**src/hw/rtl/tkee_pkg.sv**
```systemverilog
// ----------------------------------------------------------------------------
// tkee_pkg: shared types and constants of the touch key event encoder
// Beat structs, configuration register map, key masks and the key encoder.
// ----------------------------------------------------------------------------
package tkee_pkg;

  // Number of keys on the full pad (8 to 16).
  localparam int KEY_COUNT = 16;
  // Width of the scanned mask field.
  localparam int KEY_W = 16;
  // Width of a key number (0 = no event, 1..16).
  localparam int KEY_NUM_W = 5;

  localparam logic [KEY_W-1:0] MASK_LOW8 = 16'h00FF;
  localparam logic [KEY_W-1:0] MASK_FULL = KEY_W'((1 << KEY_COUNT) - 1);

  // Queue between the front and the back.
  localparam int QUEUE_DEPTH = 2;
  localparam int QPTR_W = (QUEUE_DEPTH > 1) ? $clog2(QUEUE_DEPTH) : 1;
  localparam int QCNT_W = $clog2(QUEUE_DEPTH + 1);

  // Configuration register map.
  localparam int CFG_IDX_W = 1;
  localparam logic [CFG_IDX_W-1:0] CFG_SIXTEEN_KEYS   = 1'b0;
  localparam logic [CFG_IDX_W-1:0] CFG_USE_READY_EDGE = 1'b1;

  // Input command codes.
  localparam logic CMD_EDGE = 1'b0;
  localparam logic CMD_POLL = 1'b1;

  typedef enum logic {
    OP_EDGE,
    OP_POLL
  } op_e;

  typedef struct packed {
    logic             cmd;
    logic [KEY_W-1:0] key_mask;
    logic             line_low_after;
  } in_beat_t;

  typedef struct packed {
    logic [KEY_NUM_W-1:0] key_number;
    logic                 is_release;
    logic                 more_pending;
  } out_beat_t;

  typedef struct packed {
    logic sixteen_keys;
    logic use_ready_edge;
  } cfg_t;

  // One classified item as it waits in the queue.
  typedef struct packed {
    op_e              op;
    logic [KEY_W-1:0] keys;
    logic             low_after;
  } queue_entry_t;

  // Number (1..16) of the lowest set bit; 0 if the set is empty.
  function automatic logic [KEY_NUM_W-1:0] key_number_of(logic [KEY_W-1:0] set);
    logic [KEY_NUM_W-1:0] n;
    n = '0;
    for (int i = KEY_W - 1; i >= 0; i--) begin
      if (set[i]) begin
        n = KEY_NUM_W'(i + 1);
      end
    end
    return n;
  endfunction

endpackage

```
**src/hw/rtl/tkee_front.sv**
```systemverilog
// ----------------------------------------------------------------------------
// tkee_front: input classification
// Accepts input beats, drops unwatched edges, masks unused keys and queues.
// ----------------------------------------------------------------------------
module tkee_front (
  input  logic                   in_valid_i,
  output logic                   in_ready_o,
  input  tkee_pkg::in_beat_t     in_data_i,
  input  tkee_pkg::cfg_t         cfg_i,
  output logic                   push_o,
  output tkee_pkg::queue_entry_t push_data_o,
  input  logic                   queue_ready_i
);
  import tkee_pkg::*;

  logic drop;

  // With edge watching off, edge items have no effect at all.
  assign drop       = (in_data_i.cmd == CMD_EDGE) && !cfg_i.use_ready_edge;
  assign in_ready_o = queue_ready_i;
  assign push_o     = in_valid_i && queue_ready_i && !drop;

  always_comb begin
    push_data_o.op        = (in_data_i.cmd == CMD_POLL) ? OP_POLL : OP_EDGE;
    push_data_o.keys      = in_data_i.key_mask &
                            (cfg_i.sixteen_keys ? MASK_FULL : MASK_LOW8);
    push_data_o.low_after = in_data_i.line_low_after;
  end

endmodule

```
**src/hw/rtl/tkee_queue.sv**
```systemverilog
// ----------------------------------------------------------------------------
// tkee_queue: short register queue
// Holds classified items between the front and the back.
// ----------------------------------------------------------------------------
module tkee_queue (
  input  logic                   clk_i,
  input  logic                   rst_ni,
  input  logic                   push_i,
  input  tkee_pkg::queue_entry_t push_data_i,
  output logic                   ready_o,
  input  logic                   pop_i,
  output logic                   valid_o,
  output tkee_pkg::queue_entry_t pop_data_o
);
  import tkee_pkg::*;

  queue_entry_t            mem_q [QUEUE_DEPTH];
  logic [QPTR_W-1:0]       wptr_q, wptr_d;
  logic [QPTR_W-1:0]       rptr_q, rptr_d;
  logic [QCNT_W-1:0]       cnt_q, cnt_d;
  logic                    do_push, do_pop;

  function automatic logic [QPTR_W-1:0] ptr_next(logic [QPTR_W-1:0] p);
    return (p == QPTR_W'(QUEUE_DEPTH - 1)) ? '0 : p + QPTR_W'(1);
  endfunction

  assign ready_o    = (cnt_q != QCNT_W'(QUEUE_DEPTH));
  assign valid_o    = (cnt_q != '0);
  assign pop_data_o = mem_q[rptr_q];
  assign do_push    = push_i && ready_o;
  assign do_pop     = pop_i && valid_o;

  always_comb begin
    wptr_d = do_push ? ptr_next(wptr_q) : wptr_q;
    rptr_d = do_pop ? ptr_next(rptr_q) : rptr_q;
    cnt_d  = cnt_q + QCNT_W'(do_push) - QCNT_W'(do_pop);
  end

  always_ff @(posedge clk_i or negedge rst_ni) begin
    if (!rst_ni) begin
      wptr_q <= '0;
      rptr_q <= '0;
      cnt_q  <= '0;
    end else begin
      wptr_q <= wptr_d;
      rptr_q <= rptr_d;
      cnt_q  <= cnt_d;
    end
  end

  always_ff @(posedge clk_i) begin
    if (do_push) begin
      mem_q[wptr_q] <= push_data_i;
    end
  end

endmodule

```
**src/hw/rtl/tkee_back.sv**
```systemverilog
// ----------------------------------------------------------------------------
// tkee_back: event engine
// Keeps the key state, turns queued items into events and holds the result.
// ----------------------------------------------------------------------------
module tkee_back (
  input  logic                   clk_i,
  input  logic                   rst_ni,
  input  tkee_pkg::cfg_t         cfg_i,
  input  logic                   queue_valid_i,
  input  tkee_pkg::queue_entry_t queue_data_i,
  output logic                   pop_o,
  output logic                   out_valid_o,
  input  logic                   out_ready_i,
  output tkee_pkg::out_beat_t    out_data_o
);
  import tkee_pkg::*;

  logic [KEY_W-1:0] reported_q, reported_d;
  logic [KEY_W-1:0] unrep_q, unrep_d;
  logic             pending_q, pending_d;
  logic             ignore_q, ignore_d;
  logic             out_valid_q, out_valid_d;
  out_beat_t        out_data_q;
  out_beat_t        result;

  logic             produces, slot_free;
  logic [KEY_W-1:0] cur, changes, pressed, released;
  logic [KEY_W-1:0] press_bit, release_bit;
  logic             more;

  assign produces  = (queue_data_i.op == OP_POLL) && !(cfg_i.use_ready_edge && !pending_q);
  assign slot_free = !out_valid_q || out_ready_i;
  assign pop_o     = queue_valid_i && (!produces || slot_free);

  // Change detection; x & -x isolates the lowest set bit.
  always_comb begin
    cur         = queue_data_i.keys | unrep_q;
    changes     = reported_q ^ cur;
    pressed     = changes & cur;
    released    = changes & reported_q;
    press_bit   = pressed & (~pressed + KEY_W'(1));
    release_bit = released & (~released + KEY_W'(1));
  end

  always_comb begin
    reported_d = reported_q;
    unrep_d    = unrep_q;
    pending_d  = pending_q;
    ignore_d   = ignore_q;
    more       = 1'b0;
    result     = '0;
    if (pop_o) begin
      if (queue_data_i.op == OP_EDGE) begin
        if (ignore_q) begin
          ignore_d = 1'b0;
        end else begin
          pending_d = 1'b1;
        end
      end else if (produces) begin
        if (pressed != '0) begin
          result.key_number = key_number_of(press_bit);
          more              = (pressed & ~press_bit) != '0;
          reported_d        = reported_q | press_bit;
          unrep_d           = cur & ~(reported_q | press_bit);
        end else if (released != '0) begin
          result.key_number = key_number_of(release_bit);
          result.is_release = 1'b1;
          more              = (released & ~release_bit) != '0;
          reported_d        = reported_q & ~release_bit;
        end
        pending_d           = more;
        result.more_pending = more;
        ignore_d            = queue_data_i.low_after;
      end
    end
  end

  always_comb begin
    if (pop_o && produces) begin
      out_valid_d = 1'b1;
    end else if (out_ready_i) begin
      out_valid_d = 1'b0;
    end else begin
      out_valid_d = out_valid_q;
    end
  end

  always_ff @(posedge clk_i or negedge rst_ni) begin
    if (!rst_ni) begin
      reported_q  <= '0;
      unrep_q     <= '0;
      pending_q   <= 1'b0;
      ignore_q    <= 1'b0;
      out_valid_q <= 1'b0;
    end else begin
      reported_q  <= reported_d;
      unrep_q     <= unrep_d;
      pending_q   <= pending_d;
      ignore_q    <= ignore_d;
      out_valid_q <= out_valid_d;
    end
  end

  always_ff @(posedge clk_i) begin
    if (pop_o && produces) begin
      out_data_q <= result;
    end
  end

  assign out_valid_o = out_valid_q;
  assign out_data_o  = out_data_q;

endmodule

```
**src/hw/rtl/touch_key_event_encoder_top.sv**
```systemverilog
// ----------------------------------------------------------------------------
// touch_key_event_encoder_top: touch key press/release event encoder
// Turns sampled touch key masks into single press and release events.
// ----------------------------------------------------------------------------
// The block takes one input beat per cycle while the queue has room: either a
// data-ready edge or a poll that carries the scanned key mask. An evaluated
// poll gives exactly one output beat, naming the lowest newly pressed key, or
// else the lowest released key, or key number 0 when nothing changed; edges
// and gated polls give no output beat. Throughput is one beat per cycle while
// the output is not stalled. From acceptance to the output a beat passes the
// two-entry queue register behind the classifier and then the output register
// of the event engine. A stalled output only holds up input once the queue is
// full. Configuration writes take effect at the next clock edge and must be
// made while no beat is in flight.
module touch_key_event_encoder_top (
  input  logic                 clk_i,
  input  logic                 rst_ni,
  input  logic                 in_valid_i,
  output logic                 in_ready_o,
  input  tkee_pkg::in_beat_t   in_data_i,
  output logic                 out_valid_o,
  input  logic                 out_ready_i,
  output tkee_pkg::out_beat_t  out_data_o,
  input  logic                 cfg_we_i,
  input  logic [tkee_pkg::CFG_IDX_W-1:0] cfg_idx_i,
  input  logic                 cfg_data_i
);
  import tkee_pkg::*;

  cfg_t         cfg_q, cfg_d;
  logic         push, queue_ready, pop, queue_valid;
  queue_entry_t push_data, pop_data;

  // Configuration registers; both reset to one.
  always_comb begin
    cfg_d = cfg_q;
    if (cfg_we_i) begin
      unique case (cfg_idx_i)
        CFG_SIXTEEN_KEYS:   cfg_d.sixteen_keys   = cfg_data_i;
        CFG_USE_READY_EDGE: cfg_d.use_ready_edge = cfg_data_i;
        default:            cfg_d = cfg_q;
      endcase
    end
  end

  always_ff @(posedge clk_i or negedge rst_ni) begin
    if (!rst_ni) begin
      cfg_q <= '{sixteen_keys: 1'b1, use_ready_edge: 1'b1};
    end else begin
      cfg_q <= cfg_d;
    end
  end

  // The front classifies each beat and masks keys that are not in use.
  tkee_front u_front (
    .in_valid_i   (in_valid_i),
    .in_ready_o   (in_ready_o),
    .in_data_i    (in_data_i),
    .cfg_i        (cfg_q),
    .push_o       (push),
    .push_data_o  (push_data),
    .queue_ready_i(queue_ready)
  );

  // The queue lets the front keep accepting while the output stalls.
  tkee_queue u_queue (
    .clk_i      (clk_i),
    .rst_ni     (rst_ni),
    .push_i     (push),
    .push_data_i(push_data),
    .ready_o    (queue_ready),
    .pop_i      (pop),
    .valid_o    (queue_valid),
    .pop_data_o (pop_data)
  );

  // The back owns the key state and the output register.
  tkee_back u_back (
    .clk_i        (clk_i),
    .rst_ni       (rst_ni),
    .cfg_i        (cfg_q),
    .queue_valid_i(queue_valid),
    .queue_data_i (pop_data),
    .pop_o        (pop),
    .out_valid_o  (out_valid_o),
    .out_ready_i  (out_ready_i),
    .out_data_o   (out_data_o)
  );

endmodule

```
**config.mk**
```make
export PLATFORM = sky130hd
export DESIGN_NAME = touch_key_event_encoder_top
export DESIGN_NICKNAME = d
export VERILOG_FILES = /design/src/hw/rtl/tkee_pkg.sv /design/src/hw/rtl/tkee_front.sv /design/src/hw/rtl/tkee_queue.sv /design/src/hw/rtl/tkee_back.sv /design/src/hw/rtl/touch_key_event_encoder_top.sv
export SDC_FILE = /design/constraint.sdc
export NUM_CORES = 1
export LEC_CHECK = 0
export ABC_AREA = 1
export BUFFER_PORTS_ARGS = -buffer_cell sky130_fd_sc_hd__buf_4
export CELL_PAD_IN_SITES_DETAIL_PLACEMENT = 1
export CELL_PAD_IN_SITES_GLOBAL_PLACEMENT = 2
export CORE_ASPECT_RATIO = 1.2
export CORE_UTILIZATION = 39
export DETAILED_ROUTE_END_ITERATION = 8
export PLACE_DENSITY = 0.93
export SLEW_MARGIN = 20
export SYNTH_ARGS = -nofsm -noshare
export SYNTH_HDL_FRONTEND = slang
export SYNTH_SLANG_ARGS = --single-unit
```
**constraint.sdc**
```tcl
create_clock -name clk_i -period 3.09 [get_ports clk_i]
set_input_delay 0.309 -clock clk_i [delete_from_list [all_inputs] [get_ports clk_i]]
set_output_delay 0.309 -clock clk_i [all_outputs]
set_load 0.05 [all_outputs]
```
### Word-level counts from Yosys, hierarchy flattened

Memories as Yosys holds them, arrays and structs flattened.
Index checks and enable logic that the tools add are counted.

* output and inout port bits: 9
* register bits after elaboration: 48
* RAM bits: 36
* input port bits: 25
* memories: 1
* word-level logic and storage cells: 128

* bitwise logic cells: 22
* equal/unequal tests: 3
* reductions and logical operators: 32
* muxes and demuxes: 51
* $add $sub $neg: 6

Memories
* u_queue.mem_q: depth 2, width 18, rd ports 1, clocked after Yosys merged registers in 0, wr ports 1, line tkee_queue.sv:17 `queue_entry_t mem_q [QUEUE_DEPTH];`

Operators by type and width (count)
* 5-bit two-way mux: 33
* 16-bit AND: 9
* 16-bit NOT: 5
* 16-bit nonzero test: 4
* 16-bit two-way mux: 3
* 16-bit by 1-bit adder with 16-bit output, second input constant: 2
* 16-bit bitwise OR: 2
* 16-bit bitwise XOR: 1
* 1-bit two-way mux: 14
* 1-bit logical AND: 9
* 4-bit AND reduction: 2
* 1-bit zero test: 6
* 6-bit two-way mux: 1
* 2-bit AND reduction: 3
* 3-bit AND reduction: 2
* 2-bit nonzero test: 3
* 1-bit NOT: 5
* 2-bit inequality test, second input constant: 2
* 4-bit OR reduction: 1
* 1-bit adder, second input constant: 2
* 2-bit by 1-bit adder with 2-bit output: 1
* 1-bit logical OR: 2
* 2-bit by 1-bit inequality test with 1-bit output, second input constant: 1
* 2-bit by 1-bit subtractor with 2-bit output: 1

### Depth between registers and ports, before layout

Gate-level depths: netlist of the first run.
An unclocked memory read counts as a cell.

* word-level depth: 25
* gate-level depth with buffers: 16

### Modules after synthesis

Synthesis of the first run repeated with hierarchy kept, for this count alone.

* cells, all modules: 621
* area, all modules: 4792.1 µm²

Modules (own cells, without submodules)
* tkee_back: sequential area each 1086.0 µm², instances 1, area each 2992.9 µm², cells each 454
* tkee_queue: sequential area each 1181.1 µm², instances 1, area each 1551.5 µm², cells each 125
* tkee_front: sequential area each 0.0 µm², instances 1, area each 158.9 µm², cells each 31
* touch_key_event_encoder_top: sequential area each 52.6 µm², instances 1, area each 88.8 µm², cells each 11

### Least setup slack after synthesis of the first run

OpenSTA, ideal clock, no wires.

* kind: register to register
* start point: register u_queue.cnt_q[1]
* end point: memory u_queue.mem_q[0][0] (netlist bit), enable pin
* cell stages (with the launch flop): 4
* data arrival time: 1.859 ns
* path buffers: 0
* required time: 2.697 ns
* setup time: 0.393 ns
* slack: 0.839 ns
* cells stage by stage: dfrtp_1 > nand2_1 > o211ai_1 > nor2_1

* cells in the longest elaborated chain, start to end: 6

RTL lines
* start, declared: line tkee_queue.sv:20 `logic [QCNT_W-1:0] cnt_q, cnt_d;`
* start signal, assigned: line tkee_queue.sv:47 `cnt_q <= cnt_d;`
* 2-bit inequality test (*): line tkee_queue.sv:27 `assign ready_o = (cnt_q != QCNT_W'(QUEUE_DEPTH));`
* via in_ready_o: line touch_key_event_encoder_top.sv:19 `output logic in_ready_o,`
* 1-bit logical AND (2 in a row): line tkee_front.sv:21 `assign push_o = in_valid_i && queue_ready_i && !drop;`
* 1-bit logical AND (*): line tkee_queue.sv:30 `assign do_push = push_i && ready_o;`
* 1-bit two-way mux (*): line tkee_queue.sv:52 `if (do_push) begin`
* 1-bit two-way mux (not written as such) (*): line tkee_queue.sv:53 `mem_q[wptr_q] <= push_data_i;`
* end, declared: line tkee_queue.sv:17

The timed path passes the listed nets; every way through them passes the cells marked *.

### Final worst setup path of the first run

* start point: register u_queue.rptr_q
* end point: register u_back.reported_q[6]

* cells in the longest elaborated chain, start to end: 11

RTL lines
* start, declared: line tkee_queue.sv:19 `logic [QPTR_W-1:0] rptr_q, rptr_d;`
* start signal, assigned: line tkee_queue.sv:46 `rptr_q <= rptr_d;`
* memory 2 x 18 bit (*)
* 16-bit bitwise OR: line tkee_back.sv:37 `cur = queue_data_i.keys | unrep_q;`
* 16-bit bitwise XOR: line tkee_back.sv:38 `changes = reported_q ^ cur;`
* 16-bit AND: line tkee_back.sv:40 `released = changes & reported_q;`
* 16-bit NOT: line tkee_back.sv:42 `release_bit = released & (~released + KEY_W'(1));`
* 16-bit by 1-bit adder with 16-bit output: line tkee_back.sv:42
* 16-bit AND: line tkee_back.sv:42
* 16-bit NOT: line tkee_back.sv:69 `reported_d = reported_q & ~release_bit;`
* 16-bit AND: line tkee_back.sv:69
* 16-bit two-way mux: line tkee_back.sv:65 `end else if (released != '0) begin`
* 16-bit two-way mux: line tkee_back.sv:60 `if (pressed != '0) begin`
* end signal, assigned: line tkee_back.sv:96 `reported_q <= reported_d;`
* end, declared: line tkee_back.sv:18 `logic [KEY_W-1:0] reported_q, reported_d;`

Every way passes the cells marked *; elsewhere a longest branch is shown, timed or not. The select of a mux whose other input is x is not followed.
A chain may end at the register's enable or synchronous reset.

==> results by stage, run 1 <==
Route:
- The first TritonRoute pass finished after 4 iterations.
- Summed over all layers, the routed wires come to 13800 um.
- After detailed routing, the number of remaining DRC violations is 0.
- For this block, the initial DRC count from the detailed router was 188.
- The average detailed-routed wire length per instance is 17.4 um.
- The vias per cell is 5.13.
- The count of nets left with antenna violations once routing finished came out at 0.
- For this block, the via count after detailed routing is 4077.

Clock tree:
- No sink is reached through more buffers than the 2 on the longest clock path.
- The clock insertion delay at the later pin of the skew report is 0.34 ns.
- The number of buffers created by CTS is 9.
- TritonCTS built the clock tree.
- In this run the number of H-tree levels came out at 3.
- Buffers added to address setup during post-CTS repair amount to 0.
- Clock-pin slew was measured on the worst setup and hold paths at 0.06 ns.
- CTS saw 84 sinks.
- The tree is rooted in a sky130_fd_sc_hd__clkbuf_16.

Worst hold path:
- The launch instance of the worst min-delay path is cfg_we_i.
- The number of instances on the worst hold path is 2.
- For hold timing, the worst endpoint is cfg_q[1].
- The worst min-delay path category is in2reg.

Synthesis:
- In the synthesized netlist, the number of instances is 594.
- A synthesized cell averages 7.93 um^2.
- Counting flops and latches in the post-synthesis netlist gives 84.
- In the synthesized netlist, the cells that appear most often are sky130_fd_sc_hd__nand2_1 (161), sky130_fd_sc_hd__inv_1 (88), sky130_fd_sc_hd__nor2_1 (59).
- By area the synthesized netlist is led by sky130_fd_sc_hd__edfxtp_1 (27%), sky130_fd_sc_hd__dfrtp_1 (21%), sky130_fd_sc_hd__nand2_1 (13%).
- The top cell type by area accounts for 27.4% of the synthesized area.
- The dominant cell by count in the synthesized netlist is sky130_fd_sc_hd__nand2_1.
- sky130_fd_sc_hd__edfxtp_1 takes more of the synthesized area than any other cell.
- The predominant post-synthesis flop cell is sky130_fd_sc_hd__edfxtp_1.
- The sequential fraction of the synthesis area is 49.3%.
- The mapped netlist covers 4710 um^2.
- The number of synthesized flops with an enable pin is 43.
- In the synthesized netlist the async set-or-reset flop fraction comes to 48.8%.
- The number of distinct library cells after synthesis is 37.
- Yosys printed 0 warnings.
- The number of nets in the synthesized netlist is 621.

Worst setup path:
- For the worst setup path, the data arrival time is 2.96 ns.
- The startpoint-to-endpoint class of the critical path is reg2reg.
- The category of the worst setup path launch point is a flop.
- The count of cells along the worst register-to-register path is 14.
- In this run the critical register-to-register path is captured at u_back.reported_q[6].
- The launching point of the worst reg2reg path is u_queue.rptr_q.
- At the worst endpoint, the required time is 3.31 ns.
- The setup check on the worst reg-to-reg path leaves a slack of 0.35 ns.
- The kind of capture point of the worst setup path is a flop.
- In this run the worst path has a maximum fanout of 25.

Timing:
- The number of hold-slack violations in the final timing report was 0.
- Setup total negative slack on the finished layout was measured at 0 ns.
- The number of slew-limit violations in the final report came to 0.
- The routed design could run at a clock period as short as 2.74 ns.
- Setup violations remaining at the end of the flow were counted as 0.
- The worst setup skew after layout is 0.00892 ns.
- The worst path meets setup with 0.348 ns of slack.
- Timing would allow up to 0.365 GHz.
- The worst-case headroom to the max-slew limit is 62.2%.
- The period utilization is 88.8%.
- Setup repair after global routing left no endpoint under its margin.
- The transition time of the tightest slew-check pin is 0.567 ns.

Die:
- The die is 102 um wide.
- The number of placement rows is 43.
- The core region area is 11700 um^2.
- The die is 122 um tall.
- The area enclosed by the die boundary is 12500 um^2.
- For this configuration, the core starts out at a cell density of 40.3%.
- For this design the top-level I/O count stands at 34.

Global route:
- The initial antenna violation count came to 0.
- The number of global-route vias before repair is 4320.
- After global routing the overflow that remains totals 0.
- In the global route stage, overall resource usage came out at 24.1%.
- Entering global routing, the biggest net connects 42 pins.
- The first global-routing pass estimated 22200 um of wire.

Placed design:
- The placer's final routability congestion estimate is 0.911.
- The detailed placement HPWL is 10800 um.
- Before CTS, the worst setup slack after placement is 0.193 ns.
- The placed instance count is 777.
- The number of input and output port buffers inserted is 33.

Power and ir drop:
- The power consumption is 6590 uW.
- Dividing total power by cell area gives a power density of 1210 nW/um^2.
- The maximum VDD drop is 527 uV.
- In this run the static leakage power is 0.00268 uW.

Finish:
- Leaving out filler cells and counting taps, the final layout contains 794.
- Of the cells placed in the final design, the portion with a size suffix greater than 1 is 14.6%.
- The number of antenna diodes in the final layout is 0.
- From synthesis to final layout, the design area changed by 15.8%.
- The share of the core filled with cells is 46.7%.
- The final net count is 659.

Status:
- The run finished with clean final reports.

Flow run:
- The max-cap check violation count is 0.
==> stage by stage <==
| step | hold WS [ns] | instance area, um^2 |
|---|---|---|
| finish | 0.135 | 5450 |
| CTS | 0.124 | 5440 |
| global placement | 0.346 | 5100 |
| floorplan | 0.0134 | 4710 |
| detailed placement | 0.347 | 5100 |
| global route | 0.136 | 5450 |
==> state kept, by name (all words and copies together) (netlist names) <==
signal / count
u_back.pending_q: 1
u_back.out_valid_o: 1
u_back.ignore_q: 1
cfg_q: 2
u_back.out_data_o: 7
u_queue.mem_q: 36
u_back.reported_q: 16
u_queue.rptr_q: 1
u_back.unrep_q: 16
u_queue.wptr_q: 1
u_queue.cnt_q: 2
==> critical path, cell delays in order (launching register included) <==
cell	delay (ns)
sky130_fd_sc_hd__dfrtp_1	0.51
sky130_fd_sc_hd__buf_4	0.28
sky130_fd_sc_hd__nand2_1	0.12
sky130_fd_sc_hd__nand3_1	0.12
sky130_fd_sc_hd__nand2_1	0.09
sky130_fd_sc_hd__nand2_1	0.14
sky130_fd_sc_hd__nor2_4	0.06
sky130_fd_sc_hd__nand3_4	0.11
sky130_fd_sc_hd__nor2_8	0.05
sky130_fd_sc_hd__inv_2	0.23
sky130_fd_sc_hd__nand2_8	0.19
sky130_fd_sc_hd__nand2_4	0.27
sky130_fd_sc_hd__inv_2	0.13
sky130_fd_sc_hd__o21ai_0	0.20
sky130_fd_sc_hd__a21oi_1	0.09
==> timing repair <==
item / CTS / global route
hold buffers: 1 / 0
resized for setup: 0 / 3
hold endpoints to repair: 39 / 0
endpoints found under the setup margin: 0 / 9
==> layout make-up <==
class | count | area, um^2
Timing Repair Buffer | 37 | 280
Inverter | 95 | 359
Clock buffer | 10 | 239
Multi-Input combinational cell | 405 | 1960
Clock inverter | 6 | 93.8
Tap cell | 157 | 196
Fill cell | 1441 | 6220
Sequential cell | 84 | 2320
==> power breakdown <==
group	leakage, uW	total [uW]	internal (uW)	switching, uW
logic	0.00163	3610	980	2630
registers	0.000888	1780	1560	211
clock network	0.000160	1200	737	466
==> metal layers <==
| layer | global-route usage (%) | share of wire (%) | vias up |
|---|---|---|---|
| met5 | 0 | 0 | - |
| met4 | 8.75 | 2.2 | 0 |
| met3 | 3.99 | 2.5 | 23 |
| met2 | 41.5 | 50 | 77 |
| met1 | 30.2 | 45 | 1963 |
| li1 | - | - | 2014 |
==> kinds of logic after synthesis <==
logic type,after synthesis,synth area share [%]
AND/OR/NAND/NOR,320,30.8
AO/OA/AOI/OAI,79,9.41
adder cells (fa/ha/maj),2,0.531
buffers and inverters,105,9.25
flip-flops,84,49.3
XOR/XNOR,4,0.744
==> how the worst max path moves through the flow <==
| stage | from | endpoint | slack, ns | depth (start not counted) |
|---|---|---|---|---|
| after floorplan | u_queue.cnt_q[1] | u_queue.mem_q[0][0] | 0.84 | 3 |
| after global placement | u_queue.rptr_q | u_back.out_data_o[0] | 0.30 | 12 |
| after detailed placement | u_queue.rptr_q | u_back.reported_q[12] | 0.19 | 15 |
| after CTS | u_queue.rptr_q | u_back.reported_q[12] | 0.16 | 15 |
| after global routing | u_queue.rptr_q | u_back.reported_q[13] | 0.06 | 15 |
| final | u_queue.rptr_q | u_back.reported_q[6] | 0.35 | 14 |
==> cells in the final DEF (no fill, tap or decap), types with 2 or more instances in the layout <==
master / netlist / final
sky130_fd_sc_hd__inv_6: 0 / 2
sky130_fd_sc_hd__nand3_1: 44 / 44
sky130_fd_sc_hd__xnor2_1: 2 / 2
sky130_fd_sc_hd__buf_4: 0 / 36
sky130_fd_sc_hd__nand2_2: 14 / 14
sky130_fd_sc_hd__inv_2: 7 / 6
sky130_fd_sc_hd__edfxtp_1: 43 / 43
sky130_fd_sc_hd__nor2_4: 4 / 4
sky130_fd_sc_hd__clkbuf_16: 0 / 9
sky130_fd_sc_hd__ha_1: 2 / 2
sky130_fd_sc_hd__dfstp_2: 2 / 2
sky130_fd_sc_hd__a31oi_1: 8 / 8
sky130_fd_sc_hd__nand3_2: 2 / 2
sky130_fd_sc_hd__nor3_1: 7 / 7
sky130_fd_sc_hd__nand4_1: 21 / 21
sky130_fd_sc_hd__inv_1: 88 / 88
sky130_fd_sc_hd__o21ai_1: 8 / 8
sky130_fd_sc_hd__nor2_1: 59 / 59
sky130_fd_sc_hd__dfrtp_1: 39 / 39
sky130_fd_sc_hd__a21oi_2: 4 / 4
sky130_fd_sc_hd__o21ai_2: 2 / 2
sky130_fd_sc_hd__bufinv_16: 0 / 2
sky130_fd_sc_hd__o21ai_0: 29 / 29
sky130_fd_sc_hd__a21oi_1: 23 / 23
sky130_fd_sc_hd__nand2_1: 161 / 161
sky130_fd_sc_hd__xor2_1: 2 / 2
Note: power is estimated with default switching activity, not from simulation.
==> run 2: changes to the inputs <==
--- a/config.mk
+++ b/config.mk
@@ -12,8 +12,10 @@
 export CORE_ASPECT_RATIO = 1.2
 export CORE_UTILIZATION = 39
 export DETAILED_ROUTE_END_ITERATION = 8
-export PLACE_DENSITY = 0.93
+export PLACE_DENSITY = 0.94
 export SLEW_MARGIN = 20
 export SYNTH_ARGS = -nofsm -noshare
 export SYNTH_HDL_FRONTEND = slang
+export SYNTH_HIERARCHICAL = 1
 export SYNTH_SLANG_ARGS = --single-unit
+export TNS_END_PERCENT = 10
==> run 2 against run 1 <==
  * Count of clock-buffer cells in the layout did not move
  * Synthesized cell count rose by 4.5%
  * Utilization decreased by 1.7 points
  * Critical path depth is 1 higher
  * Sequential power fell by 6%
  * Via count is 3.5% higher
  * Combinational power is 10% lower
  * Critical endpoint is now u_back/reported_q[7]
==> results by stage, run 2 <==
Global route:
- The met3 capacity usage during global routing is 4.30% (+0.31 points).
- The sum of overflow across all layers after global routing is 0 (unchanged).
- After global routing, the most crowded layer is met2.
- The met2 demand-to-capacity share in global routing is 41.1% (-0.40 points).
- The initial antenna violation count is 0 (unchanged).
- The largest net degree at the start of global routing is 42 (unchanged).
- The global routing usage summed across all routing layers is 24.1% (about the same).
- The wire length of the first global-routing pass is 22300 um (+0.25%).
- The met1 track demand over resource came to 28.2% (-2.0 points).
- The number of global-route vias before repair is 4380 (+1.4%).

Synthesis:
- The most common cell in the synthesized netlist is sky130_fd_sc_hd__nand2_1.
- The fraction of synthesis flops using an asynchronous set or reset pin was 48.8% (unchanged).
- By area the synthesized netlist is led by sky130_fd_sc_hd__edfxtp_1 (27%), sky130_fd_sc_hd__dfrtp_1 (20%), sky130_fd_sc_hd__nand2_1 (17%).
- The number of synthesized flops with an enable pin is 43 (unchanged).
- The number of flip-flops and latches in the synthesized netlist is 84 (unchanged).
- The sequential fraction of the synthesis area is 48.4% (-0.85 points).
- The count of yosys warnings during synthesis was 6 (+6).
- By count the netlist is led by sky130_fd_sc_hd__nand2_1 (214), sky130_fd_sc_hd__nor2_1 (89), sky130_fd_sc_hd__inv_1 (66).
- The predominant post-synthesis flop cell is sky130_fd_sc_hd__edfxtp_1.
- The area share of the leading cell type in the synthesized netlist is 26.9% (-0.47 points).
- The number of nets produced by synthesis is 648 (+4.3%).
- The synthesized area divided by synthesized cell count came to 7.72 um^2 (-2.7%).
- The dominant cell type by area after synthesis is sky130_fd_sc_hd__edfxtp_1.
- The number of distinct library cells after synthesis came to 40 (+8.1%).
- The post-synthesis cell count is 621 (+4.5%).
- The total standard cell area after synthesis came to 4790 um^2 (+1.8%).

Power and ir drop:
- The maximum VDD drop is 443 uV (-16%).
- The leakage power of the design is 0.00267 uW (-0.36%).
- The switching share of total power was 50.0% (-0.23 points).
- The net switching power figure was 3000 uW (-9.4%).
- The total power per unit cell area is 1110 nW/um^2 (-8.4%).
- The proportion of power drawn by the clock network is 18.1% (-0.2 points).
- The share of total power in combinational logic is 53.9% (-0.9 points).
- The register share of total power is 28.0% (+1.1 points).
- The design internal power came to 3000 uW (-8.5%).

Finish:
- The final net count came to 678 (+2.9%).
- The most common cell after layout, fill and taps aside is sky130_fd_sc_hd__nand2_1.
- The flip-flop and latch area is 2320 um^2 (unchanged).
- The number of inserted diodes came to 0 (unchanged).
- The count of placed standard cells in the final layout, fillers left out is 817 (+2.9%).
- The fraction of final layout cells with drive strength greater than 1 was 14.0% (-0.58 points).
- The post-route cell area is 5420 um^2 (-0.55%).
- The fill cell total of the finished layout came to 1513 (+5.0%).
- The top cell types in the final layout, fill and taps aside, are sky130_fd_sc_hd__nand2_1 (214), sky130_fd_sc_hd__nor2_1 (89), sky130_fd_sc_hd__inv_1 (66), sky130_fd_sc_hd__edfxtp_1 (43), sky130_fd_sc_hd__dfrtp_1 (39).
- Counting flops per register, the top entry is u_queue/mem_q.
- The layout-stage area growth over the synthesis result is 13.1%.
- The footprint of the multi-input gates came to 2040 um^2 (+4.1%).
- The flip-flop count of the largest register, all copies and words added is 36 (unchanged).
- The largest registers in the layout are u_queue/mem_q: 36 flops, u_back/reported_q: 16 flops, u_back/unrep_q: 16 flops.

Clock tree:
- The number of buffers created by CTS was 9 (unchanged).
- The maximum level of the CTS H-tree came to 3 (unchanged).
- The root buffer cell chosen for the clock tree is sky130_fd_sc_hd__clkbuf_16.
- The worst-case clock buffer depth is 2 (unchanged).
- The clock slew seen by the registers of the worst setup and hold paths is 0.07 ns (about the same).
- The clock sink total was 84 (unchanged).
- The post-CTS setup-driven buffer insertion count is 0 (unchanged).
- The clock insertion delay at the later pin of the skew report came to 0.34 ns (about the same).
- TritonCTS built the clock tree.

Timing:
- The number of slew-limit violations in the final report is 0 (unchanged).
- The worst-case headroom to the max-slew limit is 53.1% (-9.1 points).
- The transition time of the tightest slew-check pin is 0.703 ns (+0.136 ns).
- The period utilization is 88.7% (about the same).
- Setup repair after global routing left no endpoint under its margin.
- The number of failing setup endpoints in the final timing report was 0 (unchanged).
- The setup TNS came to 0 ns (unchanged).
- The worst setup skew after layout is 0.0111 ns (+0.00222 ns).
- The post-route minimum period is 2.74 ns (-0.00243 ns).
- The top achievable clock speed is 0.365 GHz (about the same).
- The number of hold-slack violations in the final timing report is 0 (unchanged).

Worst setup path:
- The category of the worst setup path launch point is a flop.
- The maximum net fanout on the critical path is 19 (-24%).
- The kind of capture point of the worst setup path is a flop.
- The worst path required time is 3.31 ns (about the same).
- The critical path data arrival time came to 2.96 ns (about the same).
- The startpoint-to-endpoint class of the critical path is reg2reg.

Die:
- The area enclosed by the die boundary is 12700 um^2 (+1.7%).
- The die boundary width is 103 um (+0.86%).
- The number of placement rows is 44 (+2.3%).
- The vertical die dimension is 123 um (+0.86%).
- The boundary pin count is 34 (unchanged).
- The core region area is 12100 um^2 (+3.3%).
- The effective utilization at floorplan is 39.7% (-0.59 points).

Placed design:
- The placed instance count is 800 (+3.0%).
- The placer's final routability congestion estimate is 0.897 (-1.6%).
- The number of input and output port buffers inserted is 33 (unchanged).
- The detailed placement HPWL is 10800 um (-0.22%).
- The area after detailed placement was 5120 um^2 (+0.42%).

Route:
- The sum of routed wire length over all layers is 14000 um (+1.9%).
- The average detailed-routed wire length per instance is 17.2 um (-0.96%).
- The residual antenna-violating net count after detailed routing is 0 (unchanged).
- The DRC violation count after routing is 0 (unchanged).
- The via count is 4220 (+3.5%).
- The vias per cell came to 5.17 (+0.59%).
- The number of DRC violations after detailed-routing iteration 0 is 173 (-8.0%).
- The number of search-and-repair iterations in the first detailed-routing pass was 4 (unchanged).

Status:
- The run finished with clean final reports.

Flow run:
- The max-cap check violation count came to 0 (unchanged).

Worst hold path:
- In this run the worst hold path is classified as in2reg.
[run 2: cells by family after synthesis]
group                      share of synthesized area, %
DFF                                                48.4
AOI/OAI and AO/OA                                  8.17
buffers and inverters                              8.96
and+or+nand+nor                                    33.9
adders and majority gates                         0.522
[run 2: timing repair]
| action | CTS | global route |
|---|---|---|
| gates resized for setup | 0 | 0 |
| endpoints found under the hold margin | 14 | 0 |
| hold buffers | 1 | 0 |
[run 2: worst paths after layout]
kind	start	endpoint	slack [ns]	depth (start not counted)
worst max-delay path	u_queue/rptr_q	u_back/reported_q[7]	0.35	15
worst min register to register	u_back/unrep_q[12]	u_back/unrep_q[12]	0.50	2
min in group asynchronous	rst_ni	u_back/unrep_q[2]	0.52	2
worst max register to register	u_queue/rptr_q	u_back/reported_q[7]	0.35	15
worst min-delay path	in_data_i[0]	u_queue/mem_q[1][0]	0.15	1
max in group asynchronous	rst_ni	u_back/reported_q[14]	2.17	2
[run 2: power by group through the flow]
stage / combinational (uW) / sequential (uW) / clock [uW]
3_3_place_gp: 3130 / 1680 / 0
3_5_place_dp: 3210 / 1700 / 0
2_1_floorplan: 2140 / 1840 / 0
4_1_cts: 3230 / 1680 / 1120
5_1_grt: 3550 / 1710 / 1150
6_report: 3240 / 1680 / 1090
[run 2: area by class of cell]
class,count,share of cell area (%)
well taps,161,3.72
inverters,71,4.96
clock buffers,10,4.22
multi-input cells,446,37.7
repair buffers,39,5.45
clock inverters,6,1.18
flip-flops and latches,84,42.8
[run 2: stage by stage]
stage	hold WS (ns)	utilization (%)	total power, uW	setup WS (ns)
floorplan	0.0134	-	3970	1.06
finish	0.152	45.0	6000	0.350
global route	0.138	45.0	6410	0.140
CTS	0.140	45.0	6030	0.361
detailed placement	0.356	42.5	4910	0.394
global placement	0.367	42.5	4820	0.446
[run 2: critical path, cell delays in order, from the launching register on]
cell,delay (ns)
sky130_fd_sc_hd__dfrtp_1,0.39
sky130_fd_sc_hd__buf_4,0.21
sky130_fd_sc_hd__nand2_1,0.08
sky130_fd_sc_hd__nand2_1,0.10
sky130_fd_sc_hd__nor2_2,0.18
sky130_fd_sc_hd__nor2_2,0.09
sky130_fd_sc_hd__nor2_4,0.10
sky130_fd_sc_hd__nand2_2,0.08
sky130_fd_sc_hd__inv_2,0.15
sky130_fd_sc_hd__nand3_4,0.12
sky130_fd_sc_hd__nor2_8,0.23
sky130_fd_sc_hd__nand2_2,0.12
sky130_fd_sc_hd__nor2_4,0.35
sky130_fd_sc_hd__nand3_1,0.20
sky130_fd_sc_hd__o21ai_0,0.13
sky130_fd_sc_hd__inv_1,0.06
[run 2: per-layer routing]
layer  wire (um)  share of wire, %
met5           0                 0
met4         538               3.8
met3         577               4.1
met2        7130                51
met1        5800                41
